`src/hw/rtl/utf8cp_pkg.sv`:
```
// Shared types and byte constants for the UTF-8 to CP866 transcoder.
package utf8cp_pkg;

    localparam int BYTE_W = 8;
    localparam int CNT_W  = 2;

    // Lead and prefix bytes of the recognized UTF-8 sequences.
    localparam logic [BYTE_W-1:0] LEAD_D0     = 8'hD0;
    localparam logic [BYTE_W-1:0] LEAD_D1     = 8'hD1;
    localparam logic [BYTE_W-1:0] LEAD_C2     = 8'hC2;
    localparam logic [BYTE_W-1:0] LEAD_E2     = 8'hE2;
    localparam logic [BYTE_W-1:0] PREFIX_86   = 8'h86;

    // Follower bytes and their CP866 codes.
    localparam logic [BYTE_W-1:0] FOL_IO_UP   = 8'h81;
    localparam logic [BYTE_W-1:0] CP_IO_UP    = 8'hF0;
    localparam logic [BYTE_W-1:0] FOL_IO_LOW  = 8'h91;
    localparam logic [BYTE_W-1:0] CP_IO_LOW   = 8'hF1;
    localparam logic [BYTE_W-1:0] FOL_CURR    = 8'hA4;
    localparam logic [BYTE_W-1:0] CP_CURR     = 8'hFD;
    localparam logic [BYTE_W-1:0] CP_QUESTION = 8'h3F;

    // Follower ranges for the two Cyrillic leads.
    localparam logic [BYTE_W-1:0] D0_RANGE_LO = 8'h90;
    localparam logic [BYTE_W-1:0] D0_RANGE_HI = 8'hBF;
    localparam logic [BYTE_W-1:0] D0_OFFSET   = 8'h10;
    localparam logic [BYTE_W-1:0] D1_RANGE_LO = 8'h80;
    localparam logic [BYTE_W-1:0] D1_RANGE_HI = 8'h8F;
    localparam logic [BYTE_W-1:0] D1_OFFSET   = 8'h60;

    // Number of output slots.
    localparam logic [CNT_W-1:0] BUF_DEPTH = 2'd2;

    // What one decoded input byte releases: zero, one or two bytes.
    typedef struct packed {
        logic [CNT_W-1:0]  cnt;
        logic [BYTE_W-1:0] b0;
        logic [BYTE_W-1:0] b1;
    } dec_res_t;

    // One buffered result.
    typedef struct packed {
        logic [BYTE_W-1:0] data;
        logic              last;
    } out_ent_t;

endpackage

```
`src/hw/rtl/utf8cp_decode.sv`:
```
// Sequence decoder: pending-lead mode register and the byte translation logic.
module utf8cp_decode
    import utf8cp_pkg::*;
(
    input  logic              clk,
    input  logic              rst_n,
    input  logic [BYTE_W-1:0] cur_byte,
    input  logic              cur_last,
    input  logic              advance,
    output dec_res_t          res
);

    typedef enum logic [2:0] {
        MODE_IDLE,
        MODE_D0,
        MODE_D1,
        MODE_C2,
        MODE_E2,
        MODE_E286
    } mode_t;

    mode_t mode_reg;
    mode_t mode_next;

    function automatic logic [BYTE_W-1:0] arrow_code(input logic [BYTE_W-1:0] b);
        logic [BYTE_W-1:0] r;
        unique case (b)
            8'h96:   r = 8'h1C;
            8'h91:   r = 8'h18;
            8'h90:   r = 8'h1B;
            8'h93:   r = 8'h19;
            8'h92:   r = 8'h1A;
            default: r = CP_QUESTION;
        endcase
        return r;
    endfunction

    always_comb
    begin
        res.cnt   = '0;
        res.b0    = cur_byte;
        res.b1    = cur_byte;
        mode_next = MODE_IDLE;
        unique case (mode_reg)
            MODE_D0:
            begin
                if (cur_byte == FOL_IO_UP)
                begin
                    res.cnt = 2'd1;
                    res.b0  = CP_IO_UP;
                end
                else if (cur_byte >= D0_RANGE_LO && cur_byte <= D0_RANGE_HI)
                begin
                    res.cnt = 2'd1;
                    res.b0  = cur_byte - D0_OFFSET;
                end
            end
            MODE_D1:
            begin
                if (cur_byte == FOL_IO_LOW)
                begin
                    res.cnt = 2'd1;
                    res.b0  = CP_IO_LOW;
                end
                else if (cur_byte >= D1_RANGE_LO && cur_byte <= D1_RANGE_HI)
                begin
                    res.cnt = 2'd1;
                    res.b0  = cur_byte + D1_OFFSET;
                end
            end
            MODE_C2:
            begin
                res.cnt = 2'd1;
                res.b0  = (cur_byte == FOL_CURR) ? CP_CURR : CP_QUESTION;
            end
            MODE_E2:
            begin
                // A held E2 at the end of the string comes out raw with its follower.
                if (cur_last)
                begin
                    res.cnt = 2'd2;
                    res.b0  = LEAD_E2;
                end
                else if (cur_byte == PREFIX_86)
                begin
                    mode_next = MODE_E286;
                end
            end
            MODE_E286:
            begin
                res.cnt = 2'd1;
                res.b0  = arrow_code(cur_byte);
            end
            MODE_IDLE:
            begin
                if (!cur_last && cur_byte == LEAD_D0)
                begin
                    mode_next = MODE_D0;
                end
                else if (!cur_last && cur_byte == LEAD_D1)
                begin
                    mode_next = MODE_D1;
                end
                else if (!cur_last && cur_byte == LEAD_C2)
                begin
                    mode_next = MODE_C2;
                end
                else if (!cur_last && cur_byte == LEAD_E2)
                begin
                    mode_next = MODE_E2;
                end
                else
                begin
                    res.cnt = 2'd1;
                end
            end
            default:
            begin
                res.cnt = '0;
            end
        endcase
    end

    always_ff @(posedge clk or negedge rst_n)
    begin
        if (!rst_n)
        begin
            mode_reg <= MODE_IDLE;
        end
        else if (advance)
        begin
            mode_reg <= mode_next;
        end
    end

    // The end of a string always leaves the decoder idle.
    a_last_clears_mode: assert property (@(posedge clk) disable iff (!rst_n)
        advance && cur_last |=> mode_reg == MODE_IDLE)
        else $error("mode still pending after last byte");

    // Only a held E2 can release two bytes.
    a_two_only_from_e2: assert property (@(posedge clk) disable iff (!rst_n)
        res.cnt == 2'd2 |-> mode_reg == MODE_E2 && cur_last)
        else $error("two results outside E2 end case");

    // A lead byte that is held never produces a result in the same step.
    a_hold_no_result: assert property (@(posedge clk) disable iff (!rst_n)
        mode_next != MODE_IDLE |-> res.cnt == 2'd0)
        else $error("result produced while holding a lead byte");

endmodule

```
`src/hw/rtl/utf8cp_outbuf.sv`:
```
// Two-slot result buffer that takes up to two bytes per cycle and drains one.
module utf8cp_outbuf
    import utf8cp_pkg::*;
(
    input  logic              clk,
    input  logic              rst_n,
    input  logic              push,
    input  dec_res_t          push_res,
    output logic [CNT_W-1:0]  free_cnt,
    output logic [BYTE_W-1:0] out_byte,
    output logic              run_last,
    output logic              out_valid,
    input  logic              out_ready
);

    logic [CNT_W-1:0] count_reg;
    logic [CNT_W-1:0] count_next;
    out_ent_t         ent_reg  [2];
    out_ent_t         ent_next [2];

    logic             pop;
    logic [CNT_W-1:0] rem;
    logic [CNT_W-1:0] push_cnt;
    out_ent_t         pe0;
    out_ent_t         pe1;
    out_ent_t         head_shift;

    assign out_valid = (count_reg != '0);
    assign out_byte  = ent_reg[0].data;
    assign run_last  = ent_reg[0].last;
    assign free_cnt  = BUF_DEPTH - count_reg;

    always_comb
    begin
        pop        = out_valid && out_ready;
        rem        = count_reg - {{(CNT_W-1){1'b0}}, pop};
        push_cnt   = push ? push_res.cnt : '0;
        // The first of two released bytes is not the last one.
        pe0.data   = push_res.b0;
        pe0.last   = (push_res.cnt != 2'd2);
        pe1.data   = push_res.b1;
        pe1.last   = 1'b1;
        head_shift = pop ? ent_reg[1] : ent_reg[0];

        ent_next[0] = (rem != '0) ? head_shift : pe0;
        if (rem == 2'd2)
        begin
            ent_next[1] = ent_reg[1];
        end
        else if (rem == 2'd1)
        begin
            ent_next[1] = pe0;
        end
        else
        begin
            ent_next[1] = pe1;
        end
        count_next = rem + push_cnt;
    end

    always_ff @(posedge clk or negedge rst_n)
    begin
        if (!rst_n)
        begin
            count_reg <= '0;
        end
        else
        begin
            count_reg <= count_next;
        end
    end

    always_ff @(posedge clk)
    begin
        ent_reg[0] <= ent_next[0];
        ent_reg[1] <= ent_next[1];
    end

    a_count_bound: assert property (@(posedge clk) disable iff (!rst_n)
        count_reg <= BUF_DEPTH)
        else $error("result buffer count out of range");

    a_push_fits: assert property (@(posedge clk) disable iff (!rst_n)
        push |-> push_res.cnt <= free_cnt)
        else $error("push overflows result buffer");

    a_pair_order: assert property (@(posedge clk) disable iff (!rst_n)
        push && push_res.cnt == 2'd2 |=> out_valid && !run_last && count_reg == 2'd2)
        else $error("two-byte release not queued in order");

endmodule

```
`src/hw/rtl/utf8_to_cp866_transcoder.sv`:
```
// UTF-8 to CP866 byte-stream transcoder, top level.
// One UTF-8 byte is taken per clock with a valid/ready transfer. The byte is
// registered, decoded against the pending-lead mode register, and the zero,
// one or two CP866 bytes it releases are written into a two-slot result
// buffer. Throughput is one byte per clock while the consumer keeps up. The
// only byte that releases two results is the one after a held 0xE2 that
// ends the string; it needs both buffer slots empty, so it waits until
// earlier results have drained. Lead bytes that are held and dropped
// sequences give no result; run_last marks the final result caused by each
// input byte.
module utf8_to_cp866_transcoder
    import utf8cp_pkg::*;
(
    input  logic              clk,
    input  logic              rst_n,
    input  logic              in_valid,
    output logic              in_ready,
    input  logic [BYTE_W-1:0] in_byte,
    input  logic              in_last,
    output logic              out_valid,
    input  logic              out_ready,
    output logic [BYTE_W-1:0] out_byte,
    output logic              run_last
);

    logic              s1_valid_reg;
    logic [BYTE_W-1:0] s1_byte_reg;
    logic              s1_last_reg;
    logic              s1_fire;
    logic [CNT_W-1:0]  free_cnt;
    dec_res_t          dec_res;

    assign s1_fire  = s1_valid_reg && (dec_res.cnt <= free_cnt);
    assign in_ready = !s1_valid_reg || s1_fire;

    always_ff @(posedge clk or negedge rst_n)
    begin
        if (!rst_n)
        begin
            s1_valid_reg <= 1'b0;
        end
        else if (in_ready)
        begin
            s1_valid_reg <= in_valid;
        end
    end

    always_ff @(posedge clk)
    begin
        if (in_ready && in_valid)
        begin
            s1_byte_reg <= in_byte;
            s1_last_reg <= in_last;
        end
    end

    utf8cp_decode u_decode (
        .clk      (clk),
        .rst_n    (rst_n),
        .cur_byte (s1_byte_reg),
        .cur_last (s1_last_reg),
        .advance  (s1_fire),
        .res      (dec_res)
    );

    utf8cp_outbuf u_outbuf (
        .clk       (clk),
        .rst_n     (rst_n),
        .push      (s1_fire),
        .push_res  (dec_res),
        .free_cnt  (free_cnt),
        .out_byte  (out_byte),
        .run_last  (run_last),
        .out_valid (out_valid),
        .out_ready (out_ready)
    );

    // A byte in the input register that is blocked keeps its payload.
    a_stage_hold: assert property (@(posedge clk) disable iff (!rst_n)
        s1_valid_reg && !s1_fire |=> s1_valid_reg && $stable(s1_byte_reg)
            && $stable(s1_last_reg))
        else $error("input stage lost a blocked byte");

    // A single-result byte is never blocked while the buffer has room.
    a_single_flows: assert property (@(posedge clk) disable iff (!rst_n)
        s1_valid_reg && dec_res.cnt != 2'd2 && free_cnt != '0 |-> s1_fire)
        else $error("input stage stalled with buffer space free");

    a_ready_when_empty: assert property (@(posedge clk) disable iff (!rst_n)
        !s1_valid_reg |-> in_ready)
        else $error("not ready with empty input stage");

endmodule
```
`config.mk`:
```
export PLATFORM = sky130hd
export DESIGN_NAME = utf8_to_cp866_transcoder
export DESIGN_NICKNAME = d
export VERILOG_FILES = /design/src/hw/rtl/utf8cp_pkg.sv /design/src/hw/rtl/utf8cp_decode.sv /design/src/hw/rtl/utf8cp_outbuf.sv /design/src/hw/rtl/utf8_to_cp866_transcoder.sv
export SDC_FILE = /design/constraint.sdc
export NUM_CORES = 1
export LEC_CHECK = 0
export BUFFER_PORTS_ARGS = -buffer_cell sky130_fd_sc_hd__buf_4
export CORE_MARGIN = 4
export CORE_UTILIZATION = 30
export CTS_CLUSTER_DIAMETER = 40
export DETAILED_ROUTE_END_ITERATION = 6
export HOLD_SLACK_MARGIN = 0.12
export PLACE_DENSITY = 0.57
export SKIP_CTS_REPAIR_TIMING = 1
export SYNTH_ARGS = -nofsm -noshare
export SYNTH_HDL_FRONTEND = slang
export SYNTH_SLANG_ARGS = --single-unit
```
`constraint.sdc`:
```
create_clock -name clk -period 3.5 [get_ports clk]
set_input_delay 0.35 -clock clk [delete_from_list [all_inputs] [get_ports clk]]
set_output_delay 0.35 -clock clk [all_outputs]
set_load 0.02 [all_outputs]
```
### Word-level counts from Yosys, hierarchy flattened

Memories as Yosys holds them, arrays and structs flattened.
Cells that the tools add are included.

* $add $sub $neg: 5
* $mul: 0
* divide/modulo/power cells: 0
* magnitude comparators: 5
* equality and inequality tests: 20
* shifts and indexed selects: 0
* muxes and demuxes: 25
* bitwise operators: 0
* reductions and logical operators: 16

Operators by type and width (count)
* $eq 8x8->1 const B: 12
* $mux 9: 8
* $pmux 8 s5: 1
* $pmux 6 s5: 1
* $mux 3: 6
* $ge 8x8->1 const B: 2
* $le 8x8->1 const B: 2
* $mux 10: 1
* $pmux 2 s5: 1
* $logic_and 1x1->1: 9
* $add 8x7->8 const B: 1
* $mux 2: 4
* $mux 8: 1
* $sub 8x5->8 const B: 1
* $eq 3x2->1 const B: 2
* $eq 3x3->1 const B: 2
* $pmux 3 s2: 1
* $reduce_bool 2->1: 2
* $eq 3x1->1 const B: 1
* $logic_not 3->1: 1
* $add 2x2->2: 1
* $eq 2x1->1 const B: 1
* $eq 2x2->1 const B: 1
* $le 2x2->1: 1
* other kinds (7): 8

* bits in registers: 15
* bits in latches: 0
* RAM bits: 18
* memory bits (read-only): 0
* input bits: 13
* output and inout port bits: 11
* word-level logic and storage cells: 77
* memories: 1

Memory list
* u_outbuf.ent_reg: words 2, width 9, rd ports 2, clocked after memory_dff 0, wr ports 2, line utf8cp_outbuf.sv:18 `out_ent_t ent_reg [2];`

### Longest topological paths before layout

* depth in word-level cells: 11
* depth in mapped cells: 14
* depth with buffers taken out: 14

### Modules after synthesis

A second synthesis with hierarchy kept.

* cell total of the unflattened synthesis: 244
* area total of the unflattened synthesis: 2454.9 um^2

By module, submodules not included
* utf8cp_outbuf: times used 1, cells each 69, area each 1053.5 um^2, seq. area each 590.6 um^2
* utf8cp_decode: times used 1, cells each 154, area each 1011.0 um^2, seq. area each 75.1 um^2
* utf8_to_cp866_transcoder: times used 1, cells each 21, area each 390.4 um^2, seq. area each 295.3 um^2

### Least setup slack after synthesis

No wires, ideal clock.

* path type: register to register
* start point: register s1_byte_reg[5]
* end point: register s1_byte_reg[0] (enable)
* setup time: 0.337 ns
* arrival time: 2.635 ns
* data required time: 3.163 ns
* slack: 0.527 ns
* cell stages (with the launch flop): 13
* path buffers: 0
* period minus slack after synthesis: 2.973 ns
* cells stage by stage: edfxtp_1 inv_1 ha_1 nor3b_1 a31oi_1 o22ai_1 o31ai_1 ha_1 nand2_1 o21ai_0 inv_1 nand2_1 and2_1

* word-level cells in the longest chain between the ends: 11
* elaborated cells on any way between the ends: 29
* classes of those cells: order compare: 5; eq/ne: 6; mux: 9; reduce/logical: 9

RTL lines
* start, declared: line utf8_to_cp866_transcoder.sv:27 `logic [BYTE_W-1:0] s1_byte_reg;`
* start signal, assigned: line utf8_to_cp866_transcoder.sv:52 `s1_byte_reg <= in_byte;`
* parallel branches: the longest is 6 deep, another holds $ge 8x8->1
* $pmux 2 s5 (*): line utf8cp_decode.sv:44 `unique case (mode_reg)`
* $le 2x2->1 (*): line utf8_to_cp866_transcoder.sv:33 `assign s1_fire = s1_valid_reg && (dec_res.cnt <= free_cnt);`
* $logic_and 1x1->1 (*): line utf8_to_cp866_transcoder.sv:33
* $logic_or 1x1->1 (*): line utf8_to_cp866_transcoder.sv:34 `assign in_ready = !s1_valid_reg || s1_fire;`
* named net in_ready: line utf8_to_cp866_transcoder.sv:17 `output logic in_ready,`
* $logic_and 1x1->1 (*): line utf8_to_cp866_transcoder.sv:50 `if (in_ready && in_valid)`

Mark *: on every way through the listed nets, which the timed path passes.
A chain may end at the register's enable or synchronous reset.

### Worst setup path in the final report

* start point: register s1_byte_reg[5]
* end point: output in_ready

* word-level cells in the longest chain between the ends: 10
* elaborated cells on any way between the ends: 28
* classes of those cells: order compare: 5; eq/ne: 6; mux: 9; reduce/logical: 8

RTL lines (line)
* parallel branches: the longest is 6 deep, another holds $ge 8x8->1
* $pmux 2 s5 (*): utf8cp_decode.sv:44
* $le 2x2->1 (*): utf8_to_cp866_transcoder.sv:33
* $logic_and 1x1->1 (*): utf8_to_cp866_transcoder.sv:33
* $logic_or 1x1->1 (*): utf8_to_cp866_transcoder.sv:34
* end, declared: utf8_to_cp866_transcoder.sv:17

Every way passes the cells marked *.

==> metrics.yaml <==
timing:
  relSlewSlack: 0.512
  clock.fmax_mhz: 310
  timing.final.crit_share: 0.921
  period_needed_ns: 3.22
  clock_skew_ns: 0.00879
  tightest_slew_ns: 0.730
  fin_hold_ws_ns: 0.238
  finalHoldViolCount: 0
  final.setup.tns_ns: 0
  slew_violations: 0
  setup_viol: 0
min_path:
  hold_path_depth: 1
  hold_end: "s1_last_reg"
  min_from: "in_last"
  min_path_type: "input pin to flop"
floorplan:
  die-width_um: 98.3
  die_h_um: 98.3
  dieArea_um2: 9650
  design.core.area_um2: 7810
  rows: 32
  num_io_pins: 24
  start_util: 0.313
routing:
  wl_per_cell_um: 17.1
  ant_nets: 0
  viasPerCell: 5.56
  drt_wl_total_mm: 6.65
  vias: 2170
  drc_errors: 0
  dr.first_iter.drc_count: 275
  drt_first_pass_iters: 6
pwr:
  comb_power_share: 0.589
  switching_share: 0.472
  p_clk_frac: 0.098
  pwr-share-seq: 0.313
  ir_drop_mv: 0.275
  p_switching_mw: 1.36
  p_leak_nw: 1.08
  p_int_mw: 1.53
  cellPowerDensity_nw_per_um2: 1030
placement:
  place_congestion: 0.968
  port_buffers: 23
  dp.cells: 381
  dp_hpwl_mm: 4.97
synth:
  synth-edff-count: 27
  synthCells: 266
  synth-main-ff-cell: "edfxtp_1"
  yosysSeqAreaShare: 0.393
  synth_nets: 291
  synth_seq_cells: 33
  synth_cell_types: 57
  syn_area_um2: 2440
  ys_warn_count: 0
  syn_area_per_cell_um2: 9.19
  synth-async-reset-ratio: 0.182
layout:
  drive_above_1_share: 0.201
  syn2layout_area_growth_pct: 14.6
  fillers: 810
  final_nets: 312
  largest_reg_flops: 18
  diodes: 0
  fin_cells: 390
cts:
  cts_root_buf: "clkbuf_8"
  clockBufferDepth: 2
  cts_buffers: 5
  insertion_delay_ns: 0.29
  cts.clk_slew.worst_paths_ns: 0.07
  cts_tree: "built"
  clock_sinks: 33
  htree_levels: 2
critical_path:
  regToRegSetupSlack_ns: 0.46
  cp_slowest_cell: "edfxtp_1"
  path_delay_family: "compound AO/OA/AOI/OAI gates"
  end_kind: "output pin"
  reg2reg_depth: 13
  crit_type: "flop to output pin"
  critPathLaunch: "s1_byte_reg[5]"
  r2r_end: "s1_byte_reg[4]"
  startpoint_type: "flop"
  crit_arrival_ns: 2.87
  r2r_start: "s1_byte_reg[5]"
  crit_buf_inv: 3
  cpPeakStageDelay_ns: 0.41
  cp.required_ns: 3.15
  crit_path_max_fanout: 8
  crit_chain: "inv_1, ha_1, mux2_2, a21oi_1, o22ai_1, o31ai_2, ha_1, nor2b_1, o21ai_0, inv_1, nand2_1, buf_4"
status:
  status: "finished clean"
grt:
  grt_pass1_vias: 2030
  overflow: 0
  grt_max_degree: 19
  grt_pass1_wl_mm: 10.9
  antenna_found_initial: 0
  grtUsageTotal: 0.140
flow_run:
  max_cap_viol_count: 0
-- worst reg2reg max path: stages, from the launching register on --
cell      delay (ns)
edfxtp_1        0.41
inv_1           0.16
ha_1            0.31
mux2_2          0.30
a21oi_1         0.14
o22ai_1         0.15
o31ai_2         0.33
ha_1            0.20
nor2b_1         0.04
o21ai_0         0.24
inv_1           0.07
nand2_1         0.10
and2_1          0.18
buf_12          0.14
-- through the flow --
| step | area [um^2] | total power [mW] | util | worst slack [ns] |
|---|---|---|---|---|
| 2_1_floorplan | 2440 | 2.09 | - | 0.527 |
| 3_5_place_dp | 2700 | 2.58 | 0.345 | 0.448 |
| 5_1_grt | 2800 | 3.15 | 0.359 | -0.00463 |
| 6_report | 2800 | 2.89 | 0.359 | 0.278 |
| 4_1_cts | 2780 | 2.88 | 0.356 | 0.251 |
| 3_3_place_gp | 2700 | 2.58 | 0.345 | 0.534 |
-- how the worst max path moves through the flow --
stage / endpoint / slack (ns) / depth (start not counted)
after floorplan: s1_byte_reg[0] / 0.53 / 12
after global placement: s1_byte_reg[6] / 0.53 / 13
after detailed placement: s1_byte_reg[5] / 0.45 / 13
after CTS: in_ready / 0.25 / 12
after global routing: in_ready / -0.005 / 12
final: in_ready / 0.28 / 12
-- metal layers --
metal | global-route usage | up-vias | wire length [um]
met1 | 0.190 | 1016 | 2960
li1 | - | 1022 | -
met4 | 0.0368 | 0 | 116
met5 | 0 | - | 0
met2 | 0.219 | 114 | 3040
met3 | 0.0421 | 18 | 534
-- cell type report --
class | instances | area (um^2) | area share
well taps | 102 | 128 | 0.0456
flip-flops and latches | 33 | 961 | 0.343
clock inverters | 3 | 17.5 | 0.00625
repair buffers | 34 | 270 | 0.0965
multi-input cells | 200 | 1310 | 0.467
clock buffers | 5 | 68.8 | 0.0246
inverters | 13 | 48.8 | 0.0174
-- cell families (layout without fill, tap and decap cells) --
kind of cell             count (synthesis)  in the layout  share of synthesized area
XOR/XNOR                                 4              4                     0.0143
AO/OA/AOI/OAI                           74             74                      0.212
adder cells (fa/ha/maj)                 12             12                     0.0614
multiplexers                             2              2                    0.00870
flip-flops                              33             33                      0.393
AND/OR/NAND/NOR                        108            108                      0.235
buffers and inverters                   33             55                     0.0753
-- power by group through the flow --
| stage | Clock [mW] | Sequential (mW) | Combinational [mW] |
|---|---|---|---|
| 4_1_cts | 0.293 | 0.896 | 1.69 |
| 3_5_place_dp | 0 | 0.904 | 1.68 |
| 3_3_place_gp | 0 | 0.897 | 1.68 |
| 2_1_floorplan | 0 | 0.788 | 1.30 |
| 6_report | 0.284 | 0.904 | 1.70 |
| 5_1_grt | 0.314 | 0.926 | 1.91 |
-- synth_stat cells (2+ instances only) --
master,count,area (um^2)
ha_1,12,150
and2_1,2,12.5
or3b_4,2,22.5
buf_6,2,22.5
and3_1,3,18.8
a31oi_1,3,18.8
a41oi_1,3,26.3
nand4_1,4,25.0
a22oi_1,2,15.0
o21ai_0,20,100
nor2b_1,7,43.8
a311o_1,3,30.0
a2bb2oi_1,2,17.5
o31ai_1,4,30.0
nand2b_1,6,37.5
buf_4,10,75.1
clkbuf_1,2,7.51
dfrtp_1,6,150
nor3b_1,4,30.0
a21oi_1,18,90.1
inv_1,13,48.8
nor2_1,24,90.1
a211oi_1,2,15.0
nand2_1,27,101
buf_2,6,30.0
a21o_1,2,15.0
nor4_1,3,18.8
nand3_1,5,25.0
o22ai_1,3,18.8
nor3_1,11,55.1
edfxtp_1,27,811
xnor2_1,3,26.3
-- cell usage in the layout, fill, tap and decap left out, drive strengths merged, types with 3 or more instances in the layout --
cell	instances
nor3b	4
a31oi	3
buf	33
dfrtp	6
edfxtp	27
o21ai	20
or3b	3
o31ai	5
clkbuf	5
nor2	24
xnor2	3
nor4	3
a311o	3
nand2	28
o22ai	3
a21oi	18
nor2b	7
nand3	5
ha	12
nand4	4
a41oi	3
and3	3
nor3	11
inv	13
nand2b	7
Power figures use the tool's default switching activity.
